## src/hdl/cefl_pkg.sv

```systemverilog
// Shared types and constants of the clamped-edge FIR line filter.
package cefl_pkg;

	localparam int SAMPLE_W = 16;
	localparam int COEF_W = 16;
	localparam int PROD_W = SAMPLE_W + COEF_W;
	localparam int NUM_COEF = 7;
	localparam int MAX_TAPS = 7;
	localparam int TREE_LEAVES = 8;
	localparam int SUM_W = PROD_W + 3;
	localparam int ROUND_SHIFT = 15;
	localparam logic [SUM_W-1:0] ROUND_BIAS = SUM_W'(16384);

	typedef logic [SAMPLE_W-1:0] sample_t;
	typedef logic [COEF_W-1:0] coef_t;
	typedef logic [PROD_W-1:0] prod_t;

	// Reset value of the coefficient registers: identity filter
	localparam coef_t COEF_RESET [NUM_COEF] = '{
		16'd0, 16'd0, 16'd0, 16'd32768, 16'd0, 16'd0, 16'd0
	};

	// Per-cell control: shift the chain, clear the in-line mark, capture a product
	typedef struct packed {
		logic shift;
		logic clear;
		logic capture;
	} cell_ctl_t;

endpackage

```

## src/hdl/cefl_cell.sv

```systemverilog
// One cell of the sample chain: holds a sample, its in-line mark and one tap product.
module cefl_cell
	import cefl_pkg::*;
(
	input  logic      clk,
	input  logic      arst_n,
	input  cell_ctl_t ctl,
	input  sample_t   data_in,
	input  logic      inline_in,
	input  coef_t     coef,
	input  sample_t   first,
	output sample_t   data_q,
	output logic      inline_q,
	output prod_t     prod_s1
);

	sample_t operand;

	// Advance the sample and its mark from the neighbor
	always_ff @(posedge clk) begin
		if (ctl.shift) begin
			data_q <= data_in;
		end
	end

	always_ff @(posedge clk or negedge arst_n) begin
		if (!arst_n) begin
			inline_q <= 1'b0;
		end else if (ctl.shift) begin
			inline_q <= inline_in & ~ctl.clear;
		end
	end

	// Replace samples from before the line with the line's first sample
	assign operand = inline_q ? data_q : first;

	// Weight the sample by this tap
	always_ff @(posedge clk) begin
		if (ctl.capture) begin
			prod_s1 <= {{SAMPLE_W{1'b0}}, coef} * {{COEF_W{1'b0}}, operand};
		end
	end

endmodule

```

## config.mk

```make
export PLATFORM = sky130hd
export DESIGN_NAME = cefl_cell
export DESIGN_NICKNAME = d
export VERILOG_FILES = /design/src/hdl/cefl_pkg.sv /design/src/hdl/cefl_cell.sv
export SDC_FILE = /design/constraint.sdc
export NUM_CORES = 1
export LEC_CHECK = 0
export BUFFER_PORTS_ARGS = -buffer_cell sky130_fd_sc_hd__buf_2
export CAP_MARGIN = 15
export CORE_UTILIZATION = 30
export DETAILED_ROUTE_END_ITERATION = 7
export GPL_TIMING_DRIVEN = 1
export PLACE_DENSITY = 0.55
export SYNTH_ARGS = -nofsm -noshare
export SYNTH_HDL_FRONTEND = slang
export SYNTH_SLANG_ARGS = --single-unit
```

## constraint.sdc

```tcl
create_clock -name clk -period 9.55 [get_ports clk]
set_clock_uncertainty 0.15 [all_clocks]
set_input_delay 0.4775 -clock clk [delete_from_list [all_inputs] [get_ports clk]]
set_output_delay 0.4775 -clock clk [all_outputs]
set_load 0.01 [all_outputs]
```

### After elaboration in Yosys (flattened, before gate mapping)

Index checks and enable logic that the tools add are counted.

| operators by class | value |
|---|---|
| $mul | 1 |
| muxes and demuxes | 1 |
| bitwise operators | 2 |

Operator list:

| cell | count |
|---|---|
| $mul 16x16->32 | 1 |
| $mux 16 | 1 |
| $and 1x1->1 | 1 |
| $not 1->1 | 1 |

| storage, ports and cells | value |
|---|---|
| bits in registers | 49 |
| input port bits | 54 |
| output and inout bits | 49 |
| logic and storage cells | 7 |

### Logic depth before layout (Yosys ltp)

| depth | value |
|---|---|
| depth in word-level cells | 2 |
| gate-level depth with buffers | 25 |
| mapped depth without buffers | 21 |

### Least setup slack after synthesis

Ideal clock, no wire load.

| timing | value |
|---|---|
| path kind | register -> register |
| start point | register inline_q |
| end point | register prod_s1[25], data pin |
| library setup time | 0.265 ns |
| arrival time | 6.104 ns |
| required time | 9.135 ns |
| path slack | 3.031 ns |
| stages on the path, launching flop included | 24 |
| buffers on the path | 4 |
| period minus slack after synthesis | 6.519 ns |
| cell sequence | dfrtp_1 > buf_2 > buf_2 > mux2_2 > clkbuf_1 > nand2_1 > fa_1 > fa_1 > fa_1 > inv_1 > fa_1 > fa_1 > inv_1 > fa_1 > inv_1 > ha_1 > buf_6 > a21oi_4 > o211ai_1 > a32o_1 > nor3_2 > nor2_1 > a41o_1 > xor2_1 |

| between the ends | value |
|---|---|
| word-level cells in the longest chain between the ends | 2 |

RTL lines:

| item | RTL line | text |
|---|---|---|
| start: declaration | cefl_cell.sv:13 | `output logic inline_q,` |
| start signal: assignment | cefl_cell.sv:30 | `inline_q <= inline_in & ~ctl.clear;` |
| $mux 16 | cefl_cell.sv:35 | `assign operand = inline_q ? data_q : first;` |
| $mul 16x16->32 | cefl_cell.sv:40 | `prod_s1 <= {{SAMPLE_W{1'b0}}, coef} * {{COEF_W{1'b0}}, operand};` |
| end signal: assignment | cefl_cell.sv:40 |  |
| end: declaration | cefl_cell.sv:14 | `output prod_t prod_s1` |

No other way between the ends.
A chain may end at the register's enable or synchronous reset.

### Worst setup path after layout

| timing | value |
|---|---|
| start point | register inline_q |
| end point | register prod_s1[31], data pin |

The elaborated chain is that of the path after synthesis.

==> out/qor.yml <==
drive_above_1_share_pct: 12.5
hpwlAfterDp_mm: 21.1
worstPathRequired_ps: 9460
fp.dieH_um: 187
path_cells: "mux2_2 -> and2_1 -> fa_1 -> inv_1 -> fa_1 -> inv_1 -> fa_1 -> fa_1 -> fa_1 -> inv_1 -> fa_1 -> inv_1 -> ha_1 -> and3_1 -> nand2_1 -> nor3_4 -> nor2_4 -> o31ai_4 -> a211oi_2 -> xnor2_1"
drc: 0
clock.fmax_mhz: 138
yosys.area_share.simple_pct: 15.3
portBuffers: 102
synth-xor-area-share_pct: 2.30
timing.critical_path.mode_cell: "fa_1"
drtPass1Iterations: 5
syn2layout_area_growth_pct: 10.5
synth_compound_area_share_pct: 5.78
ctsResizeCount: 0
slew_headroom_pct: 34.9
synth_warnings: 0
routedWlPerCell_um: 16.7
end_kind: "flop"
crit_fanout: 18
worst_slew_pin_slew_ps: 976
synthArstFlopShare_pct: 2.04
die_w_um: 187
hold_path_startpoint: "data_in[6]"
antenna_found_initial: 0
dp_slack_ps: 2320
synth_edf_count: 48
syn_nets: 1411
slowest_delay_ps: 980
gp_congestion: 0.854
cts_num_sinks: 49
insertion_delay_ps: 310
min_period_ps: 7240
mostFrequentLayoutCells: "inv_1 (227), fa_1 (194), nand2_1 (149)"
finalNonFillerCells: 1577
startpoint: "inline_q$_DFFE_PN0P_"
drt-initial-drc-count: 355
grt_max_degree: 33
netlist_instances: 1059
cts_tree: "yes"
outcome: "finished clean"
vias: 7301
synth_top_family_by_area: "adder cells"
syn_area_mm2: 0.0103
wirelength_mm: 26.3
cts_buffers: 5
gr-total-overflow: 0
synthFlopType: "edfxtp_1"
yosysSeqAreaShare_pct: 14.3
avgSynthCellArea_um2: 9.69
ios: 103
worst_slack_ps: 2310
htree_levels: 2
critPathTopFamily: "adder cells"
slew_violations: 0
cp.arrival_ps: 7150
synth_top_area_cell: "fa_1"
grt_pass1_wl_mm: 42.0
synthMuxAreaShare_pct: 1.72
drtAntennaViolNets: 0
nNetsFinal: 1480
crit_type: "reg2reg"
synth_fa_ha_area_share_pct: 50.5
reg2reg_slack_ps: 2310
yosysTopAreaCellShare_pct: 37.8
via_per_inst: 4.63
synth_area_leaders: "fa_1 (38%), edfxtp_1 (14%), ha_1 (13%), inv_1 (8.3%), nand2_1 (5.5%)"
core-area_mm2: 0.0336
grt_use_total_pct: 15.5
dp.cells: 1568
path_buf_inv: 4
setup_tns_ps: 0
ys_types: 53
clk_pin_slew_ps: 70
clockBufferDepth: 2
max_cap_viol_count: 0
setup_viol: 0
start_util_pct: 30.5
hold_viol_final: 0
crit_path_start_kind: "flop"
cpMaxStageDelayCell: "dfrtp_1"
layout_commonest_cell: "inv_1"
hold_class: "in2reg"
fp.dieArea_mm2: 0.0349
root_buffer: "clkbuf_16"
rows: 67
diodes: 0
ys_ff_latch: 49
rsz0062_at_grt: "no"
fin_crit_sh_pct: 75.8
fin_util_pct: 33.7
reg2reg_from: "inline_q$_DFFE_PN0P_"
grt_pass1_vias: 7651
[cell type report]
class,count,area (µm²)
clock inverter,1,5.00
multi-input combinational,739,7760
clock buffer,7,153
tap,448,561
timing repair buffer,106,543
fill,3526,22300
sequential,49,1470
inverter,227,852
[state kept, by name (all words and copies together), names as in the netlist]
register and count:
prod_s1 32, data_q 16, inline_q 1
[Yosys cell counts, types with 3 or more instances]
library cell	instances
inv_1	227
fa_1	194
nand2_1	149
ha_1	104
and2_1	81
edfxtp_1	48
nor2b_1	42
clkbuf_1	38
a21oi_1	27
xnor2_1	16
o21ai_0	15
mux2_2	13
nor2_1	13
xor2_1	11
nand2b_1	8
a21o_1	7
nand3_1	6
buf_2	5
nand4_1	5
o21bai_1	5
mux2i_1	3
o21a_1	3
[metrics by stage]
step | hold slack [ps] | cell area [µm²]
after floorplan | 31.9 | 10300
after global placement | 107 | 11200
after detailed placement | 108 | 11200
after CTS | 179 | 11300
after global routing | 175 | 11300
final | 188 | 11300
[metal layers]
metal / vias up / track usage (%) / part of all wire (%)
met1: 3716 / 20.8 / 44
met3: 33 / 2.06 / 4.6
met2: 191 / 26.4 / 49
met4: 0 / 4.10 / 2.4
li1: 3361 / - / -
met5: - / 0 / 0
[logic make-up (layout without fill, tap and decap cells)]
group	count (synthesis)	after routing
multiplexers	16	16
XOR/XNOR	27	27
buffers and inverters	271	341
adder cells (fa/ha/maj)	298	298
flip-flops	49	49
AND/OR/NAND/NOR	314	314
AO/OA/AOI/OAI	84	84
[path summary, 6_finish.rpt]
path / end / cells past startpoint
min in group asynchronous: inline_q$_DFFE_PN0P_ / 2
hold reg to reg: prod_s1[0]$_DFFE_PP_ / 2
setup / recovery: prod_s1[31]$_DFFE_PP_ / 20
hold / removal: data_q[6]$_DFFE_PP_ / 1
max in group asynchronous: inline_q$_DFFE_PN0P_ / 2
setup reg to reg: prod_s1[31]$_DFFE_PP_ / 20
[timing repair]
action	4_1_cts	5_1_grt
setup endpoints to repair	0	0
hold buffers	1	0
buffers inserted	0	0
endpoints found under the hold margin	1	0
Power is left out: the tool's default activity adds up to more than one toggle a clock period on the data nets, which glitch-free logic cannot reach.
