[src/hdl/cefl_pkg.sv]
// Shared types and constants of the clamped-edge FIR line filter.
package cefl_pkg;

	localparam int SAMPLE_W = 16;
	localparam int COEF_W = 16;
	localparam int PROD_W = SAMPLE_W + COEF_W;
	localparam int NUM_COEF = 7;
	localparam int MAX_TAPS = 7;
	localparam int TREE_LEAVES = 8;
	localparam int SUM_W = PROD_W + 3;
	localparam int ROUND_SHIFT = 15;
	localparam logic [SUM_W-1:0] ROUND_BIAS = SUM_W'(16384);

	typedef logic [SAMPLE_W-1:0] sample_t;
	typedef logic [COEF_W-1:0] coef_t;
	typedef logic [PROD_W-1:0] prod_t;

	// Reset value of the coefficient registers: identity filter
	localparam coef_t COEF_RESET [NUM_COEF] = '{
		16'd0, 16'd0, 16'd0, 16'd32768, 16'd0, 16'd0, 16'd0
	};

	// Per-cell control: shift the chain, clear the in-line mark, capture a product
	typedef struct packed {
		logic shift;
		logic clear;
		logic capture;
	} cell_ctl_t;

endpackage

[src/hdl/cefl_sum.sv]
// Registered adder tree with rounding, saturation and the output register.
module cefl_sum
	import cefl_pkg::*;
(
	input  logic          clk,
	input  logic          arst_n,
	input  prod_t         prods [TREE_LEAVES],
	input  logic          in_valid,
	input  logic          in_last,
	output logic          in_ready,
	output logic          m_tvalid,
	input  logic          m_tready,
	output logic [15:0]   m_tdata,   // [15:0] pixel_out
	output logic          m_tlast    // line_end_out
);

	logic [PROD_W:0]   pair_s2 [4];
	logic [PROD_W+1:0] quad_s3 [2];
	logic              v2_s2, v3_s3;
	logic              last_s2, last_s3;
	logic              rdy2, rdy3, rdy_o;
	logic [SUM_W-1:0]  total;
	logic [SUM_W-ROUND_SHIFT-1:0] scaled;

	assign rdy_o = ~m_tvalid | m_tready;
	assign rdy3 = ~v3_s3 | rdy_o;
	assign rdy2 = ~v2_s2 | rdy3;
	assign in_ready = rdy2;

	// Add product pairs
	always_ff @(posedge clk) begin
		if (rdy2) begin
			for (int i = 0; i < 4; i++) begin
				pair_s2[i] <= (PROD_W+1)'(prods[2*i]) + (PROD_W+1)'(prods[2*i+1]);
			end
			last_s2 <= in_last;
		end
	end

	// Add pair sums
	always_ff @(posedge clk) begin
		if (rdy3) begin
			for (int i = 0; i < 2; i++) begin
				quad_s3[i] <= (PROD_W+2)'(pair_s2[2*i]) + (PROD_W+2)'(pair_s2[2*i+1]);
			end
			last_s3 <= last_s2;
		end
	end

	// Round, drop the fraction bits and clamp to the sample range
	assign total = SUM_W'(quad_s3[0]) + SUM_W'(quad_s3[1]) + ROUND_BIAS;
	assign scaled = total[SUM_W-1:ROUND_SHIFT];

	always_ff @(posedge clk) begin
		if (rdy_o) begin
			m_tdata <= (|scaled[SUM_W-ROUND_SHIFT-1:SAMPLE_W]) ? {SAMPLE_W{1'b1}}
				: scaled[SAMPLE_W-1:0];
			m_tlast <= last_s3;
		end
	end

	// Stage valid flags
	always_ff @(posedge clk or negedge arst_n) begin
		if (!arst_n) begin
			v2_s2 <= 1'b0;
			v3_s3 <= 1'b0;
			m_tvalid <= 1'b0;
		end else begin
			if (rdy2) v2_s2 <= in_valid;
			if (rdy3) v3_s3 <= v2_s2;
			if (rdy_o) m_tvalid <= v3_s3;
		end
	end

endmodule

[config.mk]
export PLATFORM = sky130hd
export DESIGN_NAME = cefl_sum
export DESIGN_NICKNAME = d
export VERILOG_FILES = /design/src/hdl/cefl_pkg.sv /design/src/hdl/cefl_sum.sv
export SDC_FILE = /design/constraint.sdc
export NUM_CORES = 1
export LEC_CHECK = 0
export BUFFER_PORTS_ARGS = -buffer_cell sky130_fd_sc_hd__buf_2
export CORE_MARGIN = 3
export CORE_UTILIZATION = 63
export DETAILED_ROUTE_END_ITERATION = 12
export PLACE_DENSITY_LB_ADDON = 0.15
export SLEW_MARGIN = 30
export SYNTH_ARGS = -nofsm -noshare
export SYNTH_HDL_FRONTEND = slang
export SYNTH_SLANG_ARGS = --single-unit
[constraint.sdc]
create_clock -name clk -period 15.2 [get_ports clk]
set_input_delay 0.76 -clock clk [delete_from_list [all_inputs] [get_ports clk]]
set_output_delay 0.76 -clock clk [all_outputs]
set_load 0.01 [all_outputs]
After elaboration in Yosys (flattened, before gate mapping)

Memory sizes are Yosys's and may differ from the RTL's.
Cells that the tools add are included.

Register bits: 22
Bits in writable memories: 200
Input port bits: 261
Logic and storage cells: 28
Memories: 2

Memories:

| name    | words | bits a word | rd ports | clocked after memory_dff | wr ports | line           | source |
|---|---|---|---|---|---|---|---|
| pair_s2 | 4     | 33          | 4        | 0                        | 4        | cefl_sum.sv:17 | `logic [PROD_W:0] pair_s2 [4];` |
| quad_s3 | 2     | 34          | 2        | 0                        | 2        | cefl_sum.sv:18 | `logic [PROD_W+1:0] quad_s3 [2];` |

$add $sub $neg: 8
Multiplexer cells: 4
Bitwise logic cells: 6
Reductions and logical operators: 1

Operators with widths:

| kind                                            | count |
|---|---|
| adder 32 x 32 -> 33 bit                         | 4 |
| adder 33 x 33 -> 34 bit                         | 2 |
| adder 34 x 34 -> 35 bit                         | 1 |
| adder 35 x 15 -> 35 bit (second input constant) | 1 |
| two-way mux 1 bit                               | 4 |
| OR reduction 4 bit                              | 1 |
| inverter 1 bit                                  | 3 |
| bitwise OR 1 bit                                | 3 |

Logic depth before layout (Yosys ltp)

Depth after elaboration: 6
Mapped depth: 14
Depth with buffers taken out: 13

Least setup slack after synthesis

No wires, ideal clock.

Path kind: input -> register
From: input port m_tready
To: register last_s2, enable pin
Setup time: 1,800 ps
Data arrival time: 4,568 ps
Data required time: 13,400 ps
Path slack: 8,832 ps
Stages: 1
Path buffers: 0
Cells stage by stage: nand4b_1

Word-level cells in the longest chain between the ends: 3

RTL lines:

| item                 | line           | source |
|---|---|---|
| from (decl)          | cefl_sum.sv:12 | `input logic m_tready,` |
| bitwise OR 1 bit     | cefl_sum.sv:25 | `assign rdy_o = ~m_tvalid \| m_tready;` |
| bitwise OR 1 bit     | cefl_sum.sv:26 | `assign rdy3 = ~v3_s3 \| rdy_o;` |
| bitwise OR 1 bit     | cefl_sum.sv:27 | `assign rdy2 = ~v2_s2 \| rdy3;` |
| to (signal assigned) | cefl_sum.sv:36 | `last_s2 <= in_last;` |
| to (decl)            | cefl_sum.sv:20 | `logic last_s2, last_s3;` |

No other way between the ends.
A chain may end at the register's enable or synchronous reset.

==> results.yml <==
floorplan:
  core_region_area_mm2: 0.0273
  die_h_um: 174
  die_w_um: 174
  ios: 280
  start_util: 0.651
  die_area_mm2: 0.0303
  rows: 60
yosys:
  yosys.area.top_type: "edfxtp_1"
  synth_edf_count: 219
  synth_top_family_by_area: "compound AO/OA/AOI/OAI gates"
  synth_warnings: 0
  syn_nets: 2290
  synth_commonest_cells: "ha_1 (259), edfxtp_1 (219), a21oi_1 (175), xnor2_1 (124), nand2_1 (109)"
  synth_compound_area_frac: 0.216
  async_flop_share: 0.0135
  synth_xor_area_frac: 0.0895
  yosysTopAreaCellShare: 0.369
  ys_seq_elements: 222
  synth_cell_types: 66
  synthesis.area_mm2: 0.0178
  synth_area_leaders: "edfxtp_1 (37%), ha_1 (18%), xnor2_1 (6.1%)"
  synth-adder-area-share: 0.189
  synthFlopType: "edfxtp_1"
  yosys.area_share.simple: 0.112
  synth_most_common_cell: "ha_1"
  avgSynthCellArea_um2: 10.1
  syn_inst: 1764
  seq_area_frac_synth: 0.374
  muxShareOfSynthArea: 0
global_route:
  grt_pass1_vias: 14000
  grt_overflow: 0
  antenna_found_initial: 0
  grt_max_degree: 71
  grt_usage: 0.258
  grt_pass1_wl_um: 65800
worst_setup_path:
  slowest_stage: "or4_1"
  crit_path_frequent_cell: "ha_1"
  crit_path_max_incr_delay_ns: 0.46
  path_max_fanout: 16
  crit_chain: "ha_1 -> ha_1 -> a21o_1 -> a2111oi_2 -> o21a_1 -> o22a_1 -> o21ai_1 -> a211o_1 -> a31o_1 -> or4_1 -> a222oi_1 -> buf_4 -> nand2_1"
  rr_worst_depth: 13
  reg2reg_slack_ns: 11.15
  critPathLaunchType: "register"
  r2r-end: "m_tdata[5]$_SDFFCE_PP1P_"
  crit_arrival_ns: 4.30
  crit_required_ns: 15.45
  reg2reg_from: "quad_s3[0][19]$_DFFE_PP_"
  path_class: "reg2reg"
  end_kind: "register"
sta:
  slew_headroom: 0.380
  hold_viol_final: 0
  period_minus_slack_ns: 4.05
  grt_setup_unrepaired: "false"
  finClkSkew_ns: 0.0126
  worstMarginPinSlew_ns: 0.930
  fmax_mhz: 247
  slew_violations: 0
  setup_viol: 0
  timing.setup.tns_ns: 0
  fin_crit_sh: 0.266
  fin_ws_ns: 11.15
routing:
  drt_iter0_markers: 1074
  firstDrtPassIters: 5
  wl_um: 40900
  ant_nets: 0
  route.detailed.drc: 0
  dr_total_vias: 14700
  wl_per_cell_um: 16.8
  vias_per_cell: 6.01
place:
  dp_hpwl_um: 32500
  io_buffers: 279
  place.gp.congestion: 0.940
  place_ws_ns: 11.18
pwr:
  ir_drop_mv: 0.0939
  p_per_area_mw_per_mm2: 167
  leakagePower_nw: 9.14
clock_network:
  cts_root_buffer: "clkbuf_16"
  cts_setup_buffers: 0
  cts_buffers: 24
  ctsResizeCount: 0
  cts_hold_buf: 0
  cts_buffer_depth: 3
  cts.sinks: 222
  clk_latency_ns: 0.51
  cts_tree: "done"
  h-tree-depth: 1
  clk_pin_slew_worst_paths_ns: 0.06
layout:
  insertedDiodeCount: 0
  layout-drive-gt1-share: 0.161
  fin_nets: 2575
  area_growth_pct: 14.3
flow_run:
  cap_violations: 0
hold_path:
  hold_class: "in2async"
run_status:
  outcome: "finished, final reports clean"
[kinds of logic after synthesis]
group,Yosys count
fa+ha+maj,265
compound gates,594
buf+inv,93
flops,222
simple gates,408
xor+xnor,182
[worst max-delay path by stage]
stage | start | endpoint | depth (start not counted) | slack, ns
3_3_place_gp | quad_s3[0][19]$_DFFE_PP_ | m_tdata[0]$_SDFFCE_PP1P_ | 13 | 11.26
5_1_grt | quad_s3[0][19]$_DFFE_PP_ | m_tdata[13]$_SDFFCE_PP1P_ | 13 | 10.94
6_report | quad_s3[0][19]$_DFFE_PP_ | m_tdata[5]$_SDFFCE_PP1P_ | 13 | 11.15
4_1_cts | quad_s3[0][19]$_DFFE_PP_ | m_tdata[13]$_SDFFCE_PP1P_ | 13 | 11.16
2_1_floorplan | m_tready | last_s2$_DFFE_PP_ | 1 | 8.83
3_5_place_dp | quad_s3[0][19]$_DFFE_PP_ | m_tdata[5]$_SDFFCE_PP1P_ | 13 | 11.18
[per-layer routing]
metal,part of all wire,track usage
met3,0.052,0.0297
met4,0.022,0.0590
met2,0.50,0.456
met5,0,0
met1,0.43,0.341
[per-stage QoR]
step / utilization / hold WS (ns) / power [mW] / instances / cell area [µm²]
global placement: 0.717 / 0.403 / 2.79 / 2395 / 19600
global route: 0.744 / 0.0227 / 3.67 / 2439 / 20300
finish: 0.744 / 0.0433 / 3.39 / 2439 / 20300
detailed placement: 0.717 / 0.417 / 2.84 / 2395 / 19600
CTS: 0.744 / 0.0190 / 3.40 / 2439 / 20300
floorplan: - / 0.400 / 2.39 / 1764 / 17800
[sequential cells by signal, indices dropped and copies added, names as in the netlist]
register	flops
m_tdata	16
v3_s3	1
last_s2	1
v2_s2	1
quad_s3	68
m_tlast	1
pair_s2	132
m_tvalid	1
last_s3	1
[where the power goes]
part	total (mW)	internal (mW)	switching (mW)
logic	1.83	0.782	1.05
clock network	0.541	0.316	0.225
registers	1.02	0.947	0.0726
[placed cells by master, fill, tap and decap left out, drive strengths merged, types with 4 or more instances in the layout]
cell type  netlist  final
a2111oi          7      7
a211o            6      6
a211oi          21     21
a21o           107    107
a21oi          175    175
a221oi           4      4
a311oi           5      5
a31o            12     12
a31oi           21     21
a41oi            7      7
and2            14     14
and3            20     20
buf              3    285
clkbuf          23     38
clkinv           0      6
edfxtp         219    219
fa               6      6
ha             259    259
inv             67     67
nand2          109    109
nand2b          27     27
nand3           42     42
nand3b           4      4
nand4           14     14
nor2            88     88
nor2b           25     25
nor3            32     32
nor4             5      5
o211ai          20     20
o21a            34     34
o21ai          108    108
o21bai          25     25
o31ai            4      4
o41ai            4      4
or3             15     15
xnor2          124    124
xor2            58     58
[worst max-delay path, delay by kind of cell, from the launching register on]
kind,cells,cell delay (ns)
AO/OA/AOI/OAI,8,1.91
adder cells (fa/ha/maj),2,0.70
AND/OR/NAND/NOR,2,0.54
flip-flops,1,0.37
buffers and inverters,1,0.26
[final cells by class]
cell class	instances	area [µm²]
Clock buffer	38	704
Clock inverter	6	27.5
Fill cell	2023	6990
Inverter	67	251
Multi-Input combinational cell	1449	10800
Sequential cell	222	6650
Tap cell	372	465
Timing Repair Buffer	285	1440
Note: power is estimated with default switching activity, not from simulation.
